$ cat config.mk
export PLATFORM = sky130hd
export DESIGN_NAME = chi_squared_descriptor_distance
export DESIGN_NICKNAME = d
export VERILOG_FILES = /design/src/design/csdd_pkg.sv /design/src/design/csdd_front.sv /design/src/design/csdd_queue.sv /design/src/design/csdd_back.sv /design/src/design/chi_squared_descriptor_distance.sv
export SDC_FILE = /design/constraint.sdc
export NUM_CORES = 1
export LEC_CHECK = 0
export BUFFER_PORTS_ARGS = -buffer_cell sky130_fd_sc_hd__buf_2
export CORE_AREA = 2 2 241 183
export DETAILED_ROUTE_END_ITERATION = 6
export DIE_AREA = 0 0 243 185
export SLEW_MARGIN = 20
export SYNTH_ARGS = -nofsm -noshare
export SYNTH_HDL_FRONTEND = slang
export SYNTH_SLANG_ARGS = --single-unit
$ cat constraint.sdc
create_clock -name clock -period 16.15 [get_ports clock]
set_clock_uncertainty 0.05 [all_clocks]
set_input_delay 1.615 -clock clock [delete_from_list [all_inputs] [get_ports clock]]
set_output_delay 1.615 -clock clock [all_outputs]
set_load 0.03 [all_outputs]
$ cat src/design/csdd_pkg.sv
// Shared types and constants for the chi-squared descriptor distance block.
package csdd_pkg;

   localparam int VALUE_W             = 8;
   localparam int DSQ_W               = 2 * VALUE_W;
   localparam int PSUM_W              = VALUE_W + 1;
   localparam int DIST_W              = 15;
   localparam int THR_W               = 16;
   localparam int FRACTION_BITS_DEF   = 16;
   localparam int QUEUE_DEPTH_DEF     = 4;
   localparam logic [DIST_W-1:0] DIST_MAX = 15'h7FFF;
   localparam logic [THR_W-1:0]  THR_RESET = 16'hFFFF;

   typedef struct packed {
      logic [DSQ_W-1:0]  diff_sq;
      logic [PSUM_W-1:0] pair_sum;
      logic              zero_pair;
      logic              last;
   } elem_type;

   typedef struct packed {
      logic full;
      logic empty;
   } queue_stat_type;

   typedef struct packed {
      logic stopped;
      logic accum_zero;
      logic emit;
   } back_stat_type;

   typedef enum logic [3:0] {
      ST_IDLE   = 4'b0001,
      ST_DIVIDE = 4'b0010,
      ST_ACC    = 4'b0100,
      ST_EMIT   = 4'b1000
   } back_state_type;

endpackage

$ cat src/design/csdd_front.sv
// Front end: takes element pairs and forms squared difference and pair sum.
module csdd_front (
   input  logic                          req_valid,
   output logic                          req_ready,
   input  logic [csdd_pkg::VALUE_W-1:0]  req_first_value,
   input  logic [csdd_pkg::VALUE_W-1:0]  req_second_value,
   input  logic                          req_last_element,
   input  csdd_pkg::queue_stat_type      q_stat,
   output logic                          q_push,
   output csdd_pkg::elem_type            q_wr_elem
);
   import csdd_pkg::*;

   logic [VALUE_W-1:0] diff;

   always_comb begin
      if (req_first_value >= req_second_value) begin
         diff = req_first_value - req_second_value;
      end else begin
         diff = req_second_value - req_first_value;
      end
   end

   assign req_ready           = !q_stat.full;
   assign q_push              = req_valid && !q_stat.full;
   assign q_wr_elem.diff_sq   = DSQ_W'(diff) * DSQ_W'(diff);
   assign q_wr_elem.pair_sum  = PSUM_W'(req_first_value) + PSUM_W'(req_second_value);
   assign q_wr_elem.zero_pair = (req_first_value == '0) && (req_second_value == '0);
   assign q_wr_elem.last      = req_last_element;

endmodule

$ cat src/design/csdd_queue.sv
// Short FIFO of classified element beats between front and back.
module csdd_queue #(
   parameter int DEPTH = csdd_pkg::QUEUE_DEPTH_DEF
) (
   input  logic                      clock,
   input  logic                      reset,
   input  logic                      push,
   input  csdd_pkg::elem_type        wr_elem,
   input  logic                      pop,
   output csdd_pkg::elem_type        rd_elem,
   output csdd_pkg::queue_stat_type  stat
);
   import csdd_pkg::*;

   localparam int PTR_W = (DEPTH > 1) ? $clog2(DEPTH) : 1;
   localparam int CNT_W = $clog2(DEPTH + 1);

   elem_type            slot_ff [DEPTH];
   logic [PTR_W-1:0]    wr_ptr_ff, wr_ptr_in;
   logic [PTR_W-1:0]    rd_ptr_ff, rd_ptr_in;
   logic [CNT_W-1:0]    count_ff, count_in;
   logic                do_push, do_pop;

   assign stat.full  = (count_ff == CNT_W'(DEPTH));
   assign stat.empty = (count_ff == '0);
   assign do_push    = push && !stat.full;
   assign do_pop     = pop && !stat.empty;
   assign rd_elem    = slot_ff[rd_ptr_ff];

   always_comb begin
      wr_ptr_in = wr_ptr_ff;
      rd_ptr_in = rd_ptr_ff;
      count_in  = count_ff;
      if (do_push) begin
         wr_ptr_in = (wr_ptr_ff == PTR_W'(DEPTH - 1)) ? '0 : wr_ptr_ff + 1'b1;
      end
      if (do_pop) begin
         rd_ptr_in = (rd_ptr_ff == PTR_W'(DEPTH - 1)) ? '0 : rd_ptr_ff + 1'b1;
      end
      if (do_push && !do_pop) begin
         count_in = count_ff + 1'b1;
      end else if (do_pop && !do_push) begin
         count_in = count_ff - 1'b1;
      end
   end

   always_ff @(posedge clock) begin
      if (reset) begin
         wr_ptr_ff <= '0;
         rd_ptr_ff <= '0;
         count_ff  <= '0;
      end else begin
         wr_ptr_ff <= wr_ptr_in;
         rd_ptr_ff <= rd_ptr_in;
         count_ff  <= count_in;
      end
   end

   always_ff @(posedge clock) begin
      if (do_push) begin
         slot_ff[wr_ptr_ff] <= wr_elem;
      end
   end

endmodule

$ cat src/design/csdd_back.sv
// Back end: restoring divider, saturating accumulator, stop logic, result register.
module csdd_back #(
   parameter int FRACTION_BITS = csdd_pkg::FRACTION_BITS_DEF
) (
   input  logic                          clock,
   input  logic                          reset,
   input  csdd_pkg::elem_type            q_elem,
   input  logic                          q_valid,
   output logic                          q_pop,
   input  logic [csdd_pkg::THR_W-1:0]    stop_threshold,
   output logic                          rsp_valid,
   input  logic                          rsp_ready,
   output logic [csdd_pkg::DIST_W-1:0]   rsp_distance,
   output csdd_pkg::back_stat_type       stat
);
   import csdd_pkg::*;

   localparam int QW    = VALUE_W + FRACTION_BITS;
   localparam int ACC_W = DIST_W + FRACTION_BITS;
   localparam int CNT_W = $clog2(QW);
   localparam logic [ACC_W:0] SUM_CAP = {1'b0, DIST_MAX, {FRACTION_BITS{1'b0}}};
   localparam logic [ACC_W:0] HALF    = (ACC_W + 1)'(1) << (FRACTION_BITS - 1);

   back_state_type      state_ff, state_in;
   logic [ACC_W-1:0]    acc_ff, acc_in;
   logic                stopped_ff, stopped_in;
   logic                last_ff, last_in;
   logic [PSUM_W-1:0]   div_ff, div_in;
   logic [PSUM_W-1:0]   rem_ff, rem_in;
   logic [QW-1:0]       nsh_ff, nsh_in;
   logic [QW-1:0]       quo_ff, quo_in;
   logic [CNT_W-1:0]    cnt_ff, cnt_in;
   logic                rsp_valid_ff, rsp_valid_in;
   logic [DIST_W-1:0]   rsp_dist_ff, rsp_dist_in;

   logic                stop_now;
   logic [PSUM_W:0]     rem_shift;
   logic [PSUM_W:0]     rem_diff;
   logic                q_bit;
   logic [ACC_W:0]      acc_sum;
   logic [ACC_W:0]      acc_rnd;
   logic                out_free;
   logic                emit_now;

   assign stop_now  = stopped_ff ||
                      ({1'b0, acc_ff} > {stop_threshold, {FRACTION_BITS{1'b0}}});
   assign rem_shift = {rem_ff, nsh_ff[QW-1]};
   assign rem_diff  = rem_shift - {1'b0, div_ff};
   assign q_bit     = (rem_shift >= {1'b0, div_ff});
   assign acc_sum   = {1'b0, acc_ff} + (ACC_W + 1)'(quo_ff);
   assign acc_rnd   = {1'b0, acc_ff} + HALF;
   assign out_free  = !rsp_valid_ff || rsp_ready;

   always_comb begin
      state_in     = state_ff;
      acc_in       = acc_ff;
      stopped_in   = stopped_ff;
      last_in      = last_ff;
      div_in       = div_ff;
      rem_in       = rem_ff;
      nsh_in       = nsh_ff;
      quo_in       = quo_ff;
      cnt_in       = cnt_ff;
      rsp_valid_in = rsp_valid_ff && !rsp_ready;
      rsp_dist_in  = rsp_dist_ff;
      q_pop        = 1'b0;
      emit_now     = 1'b0;
      case (state_ff)
         ST_IDLE: begin
            if (q_valid) begin
               q_pop      = 1'b1;
               stopped_in = stop_now;
               last_in    = q_elem.last;
               div_in     = q_elem.pair_sum;
               rem_in     = {1'b0, q_elem.diff_sq[DSQ_W-1:VALUE_W]};
               nsh_in     = {q_elem.diff_sq[VALUE_W-1:0], {FRACTION_BITS{1'b0}}};
               quo_in     = '0;
               cnt_in     = CNT_W'(QW - 1);
               if (!stop_now && !q_elem.zero_pair) begin
                  state_in = ST_DIVIDE;
               end else if (q_elem.last) begin
                  state_in = ST_EMIT;
               end
            end
         end
         ST_DIVIDE: begin
            rem_in = q_bit ? rem_diff[PSUM_W-1:0] : rem_shift[PSUM_W-1:0];
            nsh_in = {nsh_ff[QW-2:0], 1'b0};
            quo_in = {quo_ff[QW-2:0], q_bit};
            cnt_in = cnt_ff - 1'b1;
            if (cnt_ff == '0) begin
               state_in = ST_ACC;
            end
         end
         ST_ACC: begin
            acc_in   = (acc_sum > SUM_CAP) ? SUM_CAP[ACC_W-1:0] : acc_sum[ACC_W-1:0];
            state_in = last_ff ? ST_EMIT : ST_IDLE;
         end
         ST_EMIT: begin
            if (out_free) begin
               rsp_valid_in = 1'b1;
               rsp_dist_in  = acc_rnd[FRACTION_BITS +: DIST_W];
               acc_in       = '0;
               stopped_in   = 1'b0;
               emit_now     = 1'b1;
               state_in     = ST_IDLE;
            end
         end
         default: begin
            state_in = ST_IDLE;
         end
      endcase
   end

   always_ff @(posedge clock) begin
      if (reset) begin
         state_ff     <= ST_IDLE;
         acc_ff       <= '0;
         stopped_ff   <= 1'b0;
         rsp_valid_ff <= 1'b0;
      end else begin
         state_ff     <= state_in;
         acc_ff       <= acc_in;
         stopped_ff   <= stopped_in;
         rsp_valid_ff <= rsp_valid_in;
      end
   end

   always_ff @(posedge clock) begin
      last_ff     <= last_in;
      div_ff      <= div_in;
      rem_ff      <= rem_in;
      nsh_ff      <= nsh_in;
      quo_ff      <= quo_in;
      cnt_ff      <= cnt_in;
      rsp_dist_ff <= rsp_dist_in;
   end

   assign rsp_valid    = rsp_valid_ff;
   assign rsp_distance = rsp_dist_ff;
   assign stat         = {stopped_ff, (acc_ff == '0), emit_now};

endmodule

$ cat src/design/chi_squared_descriptor_distance.sv
// Top level of the chi-squared descriptor distance block.
// Streams two byte descriptors one element pair per beat and returns one rounded
// distance beat for each beat marked last_element. The front takes a beat every
// cycle, while the queue is not full, into a four-entry queue (the default depth);
// the back passes over a zero pair or an element after the stop threshold was
// passed, and runs any other element through the restoring divider, which yields
// one quotient bit per cycle, and then the saturating accumulator. A last beat
// loads the result register once the output is free. Threshold writes are taken
// every cycle and act from the next element the back picks up.
module chi_squared_descriptor_distance #(
   parameter int FRACTION_BITS = csdd_pkg::FRACTION_BITS_DEF,
   parameter int QUEUE_DEPTH   = csdd_pkg::QUEUE_DEPTH_DEF
) (
   input  logic                          clock,
   input  logic                          reset,
   input  logic                          req_valid,
   output logic                          req_ready,
   input  logic [csdd_pkg::VALUE_W-1:0]  req_first_value,
   input  logic [csdd_pkg::VALUE_W-1:0]  req_second_value,
   input  logic                          req_last_element,
   output logic                          rsp_valid,
   input  logic                          rsp_ready,
   output logic [csdd_pkg::DIST_W-1:0]   rsp_distance,
   input  logic                          csr_valid,
   output logic                          csr_ready,
   input  logic [csdd_pkg::THR_W-1:0]    csr_stop_threshold
);
   import csdd_pkg::*;

   logic [THR_W-1:0] thr_ff, thr_in;
   logic             q_push, q_pop;
   elem_type         q_wr_elem, q_rd_elem;
   queue_stat_type   q_stat;
   back_stat_type    b_stat;

   assign csr_ready = 1'b1;
   assign thr_in    = (csr_valid && csr_ready) ? csr_stop_threshold : thr_ff;

   always_ff @(posedge clock) begin
      if (reset) begin
         thr_ff <= THR_RESET;
      end else begin
         thr_ff <= thr_in;
      end
   end

   csdd_front u_front (
      .req_valid        (req_valid),
      .req_ready        (req_ready),
      .req_first_value  (req_first_value),
      .req_second_value (req_second_value),
      .req_last_element (req_last_element),
      .q_stat           (q_stat),
      .q_push           (q_push),
      .q_wr_elem        (q_wr_elem)
   );

   csdd_queue #(
      .DEPTH (QUEUE_DEPTH)
   ) u_queue (
      .clock   (clock),
      .reset   (reset),
      .push    (q_push),
      .wr_elem (q_wr_elem),
      .pop     (q_pop),
      .rd_elem (q_rd_elem),
      .stat    (q_stat)
   );

   csdd_back #(
      .FRACTION_BITS (FRACTION_BITS)
   ) u_back (
      .clock          (clock),
      .reset          (reset),
      .q_elem         (q_rd_elem),
      .q_valid        (!q_stat.empty),
      .q_pop          (q_pop),
      .stop_threshold (thr_ff),
      .rsp_valid      (rsp_valid),
      .rsp_ready      (rsp_ready),
      .rsp_distance   (rsp_distance),
      .stat           (b_stat)
   );

`ifndef SYNTHESIS
   a_queue_state: assert property (@(posedge clock) disable iff (reset)
      !(q_stat.full && q_stat.empty))
      else $error("queue reports full and empty at once");

   a_emit_clears: assert property (@(posedge clock) disable iff (reset)
      b_stat.emit |=> (b_stat.accum_zero && !b_stat.stopped))
      else $error("accumulator not cleared after result beat");

   a_stop_nonzero: assert property (@(posedge clock) disable iff (reset)
      b_stat.stopped |-> !b_stat.accum_zero)
      else $error("stopped with empty accumulator");

   a_emit_loads: assert property (@(posedge clock) disable iff (reset)
      b_stat.emit |=> rsp_valid)
      else $error("result beat not presented after emit");
`endif

endmodule

==> run_results.csv, run 1 <==
group,metric,value,unit
route,drc_errors,0,
floorplan,die_w,243,um
logic_synthesis,yosysMostFrequentCell,"edfxtp_1",
final_layout,postLayoutCoreUtil,36.5,%
sta,timing.final.crit_share,50.1,%
setup_path,cp_data_required_time,16.43,ns
logic_synthesis,synth_cell_type_count,78,
setup_path,critPathArrivalTime,8.37,ns
setup_path,path_buf_inv,6,
route,viasPerCell,4.97,
setup_path,cp-start-kind,"input pin",
sta,drv_slew,0,
logic_synthesis,synth_area_leaders,"edfxtp_1 37%, ha_1 9.8%, dfxtp_1 8.9%",
global_routing,grt_max_degree,47,
setup_path,crit_family,"adder cells",
final_layout,final_nets,1497,
power,ir_drop,0.172,mV
clock_network,clk_latency,0.54,ns
sta,period_needed,8.09,ns
setup_path,crit_type,"input pin to flip-flop",
clock_network,path_clk_slew,0.06,ns
logic_synthesis,synth_edf_count,171,
floorplan,io_pins,56,
clock_network,hold_buffers,0,
sta,hold_viol,0,
route,wl_per_cell,15.1,um
setup_path,cp_slowest_cell,"fa_1",
logic_synthesis,post-synth-top-area-fraction,36.9,%
sta,slew_headroom,33.5,%
logic_synthesis,synthCells,1276,
global_routing,antenna_found_initial,0,
clock_network,cts_buffers,25,
sta,final-setup-viol-count,0,
clock_network,post_cts_buffers,0,
floorplan,core_area,42800,um2
setup_path,cp-end-kind,"flip-flop",
place,dp_hpwl,21200,um
final_layout,synthToLayoutAreaGrowth,12.3,%
logic_synthesis,syn_area_per_cell,10.9,um2
route,vias,9525,
clock_network,htreeDepth,1,
clock_network,root_buffer,"clkbuf_16",
power,p_leak,6.36,nW
floorplan,rows,66,
sta,tns,0,ns
place,gp_congestion,0.922,
global_routing,grt_pass1_wl,47300,um
logic_synthesis,yosys_warnings,0,
sta,worst_pin_slew,0.970,ns
clock_network,clock_tree.buffer_depth,3,
clock_network,cts_tree,"built",
worst_hold_path,hold_class,"flip-flop to flip-flop",
place,io_buffers,54,
global_routing,grt_use_total,12.7,%
route,first_iter_violations,642,
logic_synthesis,async_flop_share,0,%
floorplan,fp.dieH,185,um
route,wl,28800,um
sta,max_freq,124,MHz
setup_path,max_stage_delay,0.54,ns
sta,rsz0062_at_grt,"false",
route,drtPass1Iterations,5,
outcome,status,"finished, final reports clean",
final_layout,n_antenna_cell,0,
floorplan,initial_core_util,32.5,%
logic_synthesis,ys_seq_elements,233,
setup_path,crit_fanout,6,
global_routing,grt_pass1_vias,9113,
logic_synthesis,synth_area,13900,um2
route,detail-route-antenna-nets,0,
logic_synthesis,synth_top_area_cell,"edfxtp_1",
logic_synthesis,synth_common_cells,"171 x edfxtp_1, 116 x inv_1, 109 x ha_1",
logic_synthesis,ys_seq_area_share,45.8,%
power,p_per_area,205,nW/um2
clock_network,cts-resized-gates,0,
job,cap_violations,0,
floorplan,dieArea,45000,um2
global_routing,grt-ovfl-total,0,
logic_synthesis,synth_nets,1454,
logic_synthesis,ys.flop_type,"edfxtp_1",
clock_network,cts_sinks,233,
final_layout,drive_above_1_share,11.0,%
==> routing by layer <==
layer	GRT usage (%)	wire [um]	up-vias
met4	2.33	445	0
met3	1.52	1260	36
met1	18.7	14600	4594
met2	20.2	12600	192
li1	-	-	4703
met5	0	0	-
==> sequential cells by signal, indices dropped and copies added, names as in the netlist, named ones only <==
signal and cells:
u_back.rsp_distance 15, u_back.acc_ff 31, u_back.state_ff 4, u_back.rsp_valid 1, u_queue.wr_ptr_ff 2, thr_ff 16, u_back.quo_ff 24, u_queue.slot_ff 100
u_back.cnt_ff 5, u_queue.count_ff 3, u_back.nsh_ff 8, u_back.last_ff 1, u_back.stopped_ff 1, u_back.rem_ff 9, u_back.div_ff 9, u_queue.rd_ptr_ff 2
==> worst min-delay path: stages, from the launching register on <==
cell	delay, ns
dfxtp_1	0.33
mux2i_1	0.07
nand2_1	0.06
==> report_power, final <==
group / switching [mW] / internal [mW]
registers: 0.0761 / 1.04
logic: 0.917 / 0.602
clock network: 0.233 / 0.345
==> layout by cell type, fill, tap and decap left out, types with 10 or more instances in the layout <==
master	synthesis	layout
nor4_1	12	12
nand4_1	10	10
a22o_1	16	16
nor2_1	90	90
nand3_1	23	23
mux2i_1	12	12
a21oi_1	74	74
clkbuf_16	0	25
nand2b_1	15	15
dfxtp_1	62	61
inv_1	116	116
buf_2	5	54
a211oi_1	13	13
o21a_1	14	14
nand2_1	98	97
fa_1	31	31
and3_1	15	13
o211ai_1	17	17
xor2_1	26	26
o21ai_0	37	37
a21o_1	21	21
ha_1	109	109
nor2b_1	12	12
xnor2_1	45	45
edfxtp_1	171	171
mux4_2	25	25
and2_1	28	28
nor3_1	22	22
==> path summary, 6_finish.rpt <==
check / start / to / slack [ns] / cells after the start
hold reg to reg: thr_ff[0] / thr_ff[0] / 0.44 / 2
hold / removal: thr_ff[0] / thr_ff[0] / 0.44 / 2
setup reg to reg: u_back.quo_ff[0] / u_back.acc_ff[4] / 11.92 / 11
setup / recovery: req_first_value[0] / u_queue.slot_ff[1][26] / 8.06 / 27
==> cell type report <==
cell class              count  area (um2)
clock buffers              35         683
clock inverters            11         146
fillers                  4257       27100
inverters                 117         439
multi-input cells         880        6930
flip-flops and latches    233        6380
well taps                 578         723
repair buffers             62         330
==> cell families after synthesis <==
| group | synth area share [%] |
|---|---|
| simple gates | 13.1 |
| mux | 4.91 |
| fa+ha+maj | 14.3 |
| xor+xnor | 4.47 |
| flops | 45.8 |
| other cells | 0.0269 |
| buf+inv | 4.53 |
| compound gates | 12.9 |
==> metrics by stage <==
stage	worst slack [ns]	instance area, um2	std cells	power, mW	hold slack [ns]
2_1_floorplan	8.31	13900	1276	2.28	0.399
5_1_grt	7.50	15600	1916	3.49	0.459
4_1_cts	8.13	15600	1916	3.24	0.444
6_report	8.06	15600	1916	3.21	0.435
3_3_place_gp	7.70	14800	1870	2.61	0.423
3_5_place_dp	7.58	14800	1870	2.65	0.428
(Power assumes the default switching activity.)
==> run 2, diff against run 1 <==
clock period = 7.23 ns   (was 16.15 ns; I/O delays follow)
==> run 2 against run 1 <==
  * First-iteration DRC count fell by 17%
  * Cell area rose by 1.9%
  * Wire length rose by 2.4%
  * Cell count rose by 1.7%
  * Total power rose by 130%
  * Worst hold slack got worse by 0.091 ns
  * Via count rose by 0.75%
  * Register-to-register slack got worse by 9.0 ns
  * Worst setup slack got worse by 7.5 ns
  * Critical endpoint is now u_queue.slot_ff[3][26]
  * Sequential power rose by 120%
  * Count of clock-buffer cells in the layout fell by 1
==> run_results.csv, run 2 (same netlist as run 1, synthesis figures left out) <==
group,metric,value,unit
outcome,status,"finished, final reports clean",
setup_path,crit_family,"adder cells",
global_routing,grt_pass1_vias,9374,
sta,timing.final.crit_share,92.2,%
power,totalPowerFinal,7.38,mW
setup_path,path_depth,28,
setup_path,crit_fanout,5,
clock_network,hold_buffers,0,
floorplan,rows,66,
power,p_leak,6.53,nW
setup_path,cp-start-kind,"input pin",
floorplan,fp.dieH,185,um
final_layout,final_nets,1529,
floorplan,core_area,42800,um2
setup_path,critPathLaunch,"req_first_value[0]",
sta,max_freq,150,MHz
sta,drv_slew,0,
floorplan,dieArea,45000,um2
global_routing,met2_usage,20.8,%
sta,period_needed,6.67,ns
job,cap_violations,0,
setup_path,max_stage_delay,0.55,ns
clock_network,clock_tree.buffer_depth,3,
place,dp_cells,1902,
final_layout,synthToLayoutAreaGrowth,14.5,%
final_layout,fillers,4249,
route,wl_per_cell,15.2,um
global_routing,grt_use_total,13.0,%
place,dp_hpwl,21700,um
setup_path,cp-end-kind,"flip-flop",
sta,final-setup-viol-count,0,
worst_hold_path,hold_class,"input pin to flip-flop",
place,io_buffers,54,
global_routing,globalRoute.busiestLayer,"met2",
clock_network,cts_buffers,25,
global_routing,antenna_found_initial,0,
global_routing,grt_pass1_wl,48300,um
clock_network,cts-resized-gates,0,
route,drtPass1Iterations,5,
clock_network,htreeDepth,1,
final_layout,fin_cells,1948,
floorplan,io_pins,56,
clock_network,cts_sinks,233,
global_routing,met3_usage,1.75,%
floorplan,initial_core_util,32.5,%
sta,hold_viol,0,
setup_path,critPathArrivalTime,6.89,ns
place,dp_slack,-0.150,ns
clock_network,root_buffer,"clkbuf_16",
clock_network,path_clk_slew,0.06,ns
floorplan,die_w,243,um
final_layout,final_common_cell,"edfxtp_1",
global_routing,met1_usage,18.6,%
final_layout,largest_reg_flops,100,
sta,layout_setup_ws,0.561,ns
clock_network,post_cts_buffers,0,
route,detail-route-antenna-nets,0,
sta,slew_headroom,34.2,%
final_layout,postLayoutCoreUtil,37.3,%
final_layout,top_register,"u_queue.slot_ff",
setup_path,reg2reg_from,"u_back.quo_ff[0]",
setup_path,crit_type,"input pin to flip-flop",
setup_path,path_buf_inv,7,
sta,worst_pin_slew,0.984,ns
global_routing,grt-ovfl-total,0,
final_layout,n_antenna_cell,0,
power,ir_drop,0.360,mV
clock_network,clk_latency,0.54,ns
final_layout,drive_above_1_share,13.4,%
route,wl,29500,um
route,first_iter_violations,534,
final_layout,mostFrequentLayoutCells,"171 x edfxtp_1, 116 x inv_1, 109 x ha_1, 97 x nand2_1, 89 x nor2_1",
final_layout,reg.largest.list,"u_queue.slot_ff: 100 flops, u_back.acc_ff: 31 flops, u_back.quo_ff: 24 flops",
global_routing,grt_max_degree,47,
setup_path,cp_data_required_time,7.45,ns
worst_hold_path,min_from,"csr_stop_threshold[8]",
route,drc_errors,0,
setup_path,rrSetupSlack,2.93,ns
route,viasPerCell,4.93,
route,vias,9596,
setup_path,cp_slowest_cell,"fa_1",
clock_network,cts_tree,"built",
setup_path,r2r-end,"u_back.acc_ff[3]",
power,p_per_area,463,nW/um2
setup_path,crit_end,"u_queue.slot_ff[3][26]",
setup_path,worstRegToRegCells,11,
place,gp_congestion,0.876,
==> run 2: metrics by stage <==
step | hold slack [ns] | area, um2 | setup TNS [ns]
after floorplan | 0.399 | 13900 | 0
after global placement | 0.421 | 15000 | 0
after detailed placement | 0.436 | 15000 | -0.766
after CTS | 0.326 | 15900 | 0
after global routing | 0.344 | 15900 | -0.00663
final | 0.344 | 15900 | 0
==> run 2: cell type report <==
class	instances	area (um2)	share of cell area, %
Tap cell	578	723	4.54
Sequential cell	233	6380	40.0
Multi-Input combinational cell	880	6960	43.7
Timing Repair Buffer	94	571	3.58
Clock buffer	34	679	4.26
Clock inverter	12	185	1.16
Inverter	117	439	2.76
==> run 2: how the worst min path moves through the flow <==
stage | endpoint | cells past startpoint
2_1_floorplan | thr_ff[0] | 2
3_3_place_gp | u_queue.rd_ptr_ff[1] | 2
3_5_place_dp | thr_ff[11] | 2
4_1_cts | thr_ff[8] | 3
5_1_grt | thr_ff[7] | 3
6_report | thr_ff[8] | 3
==> run 2: where the power goes <==
part	total [mW]	switching, mW	internal (mW)
clock network	1.34	0.531	0.808
registers	2.49	0.170	2.31
logic	3.55	2.05	1.50
==> run 2: metal layers <==
layer / wire length (um) / vias up / part of all wire (%)
met1: 14800 / 4615 / 50
met4: 513 / 0 / 1.7
met3: 1180 / 36 / 4.0
met2: 13000 / 174 / 44
met5: 0 / - / 0
li1: - / 4771 / -
==> run 2: worst reg2reg max path, stage by stage, from the launching register on <==
cell,delay [ns]
edfxtp_1,0.39
ha_1,0.24
fa_1,0.42
a211oi_2,0.30
o21a_1,0.27
a21oi_1,0.16
xor2_1,0.20
or4_1,0.61
nor4_1,0.39
a211oi_1,0.17
a41oi_2,0.79
a22o_1,0.24
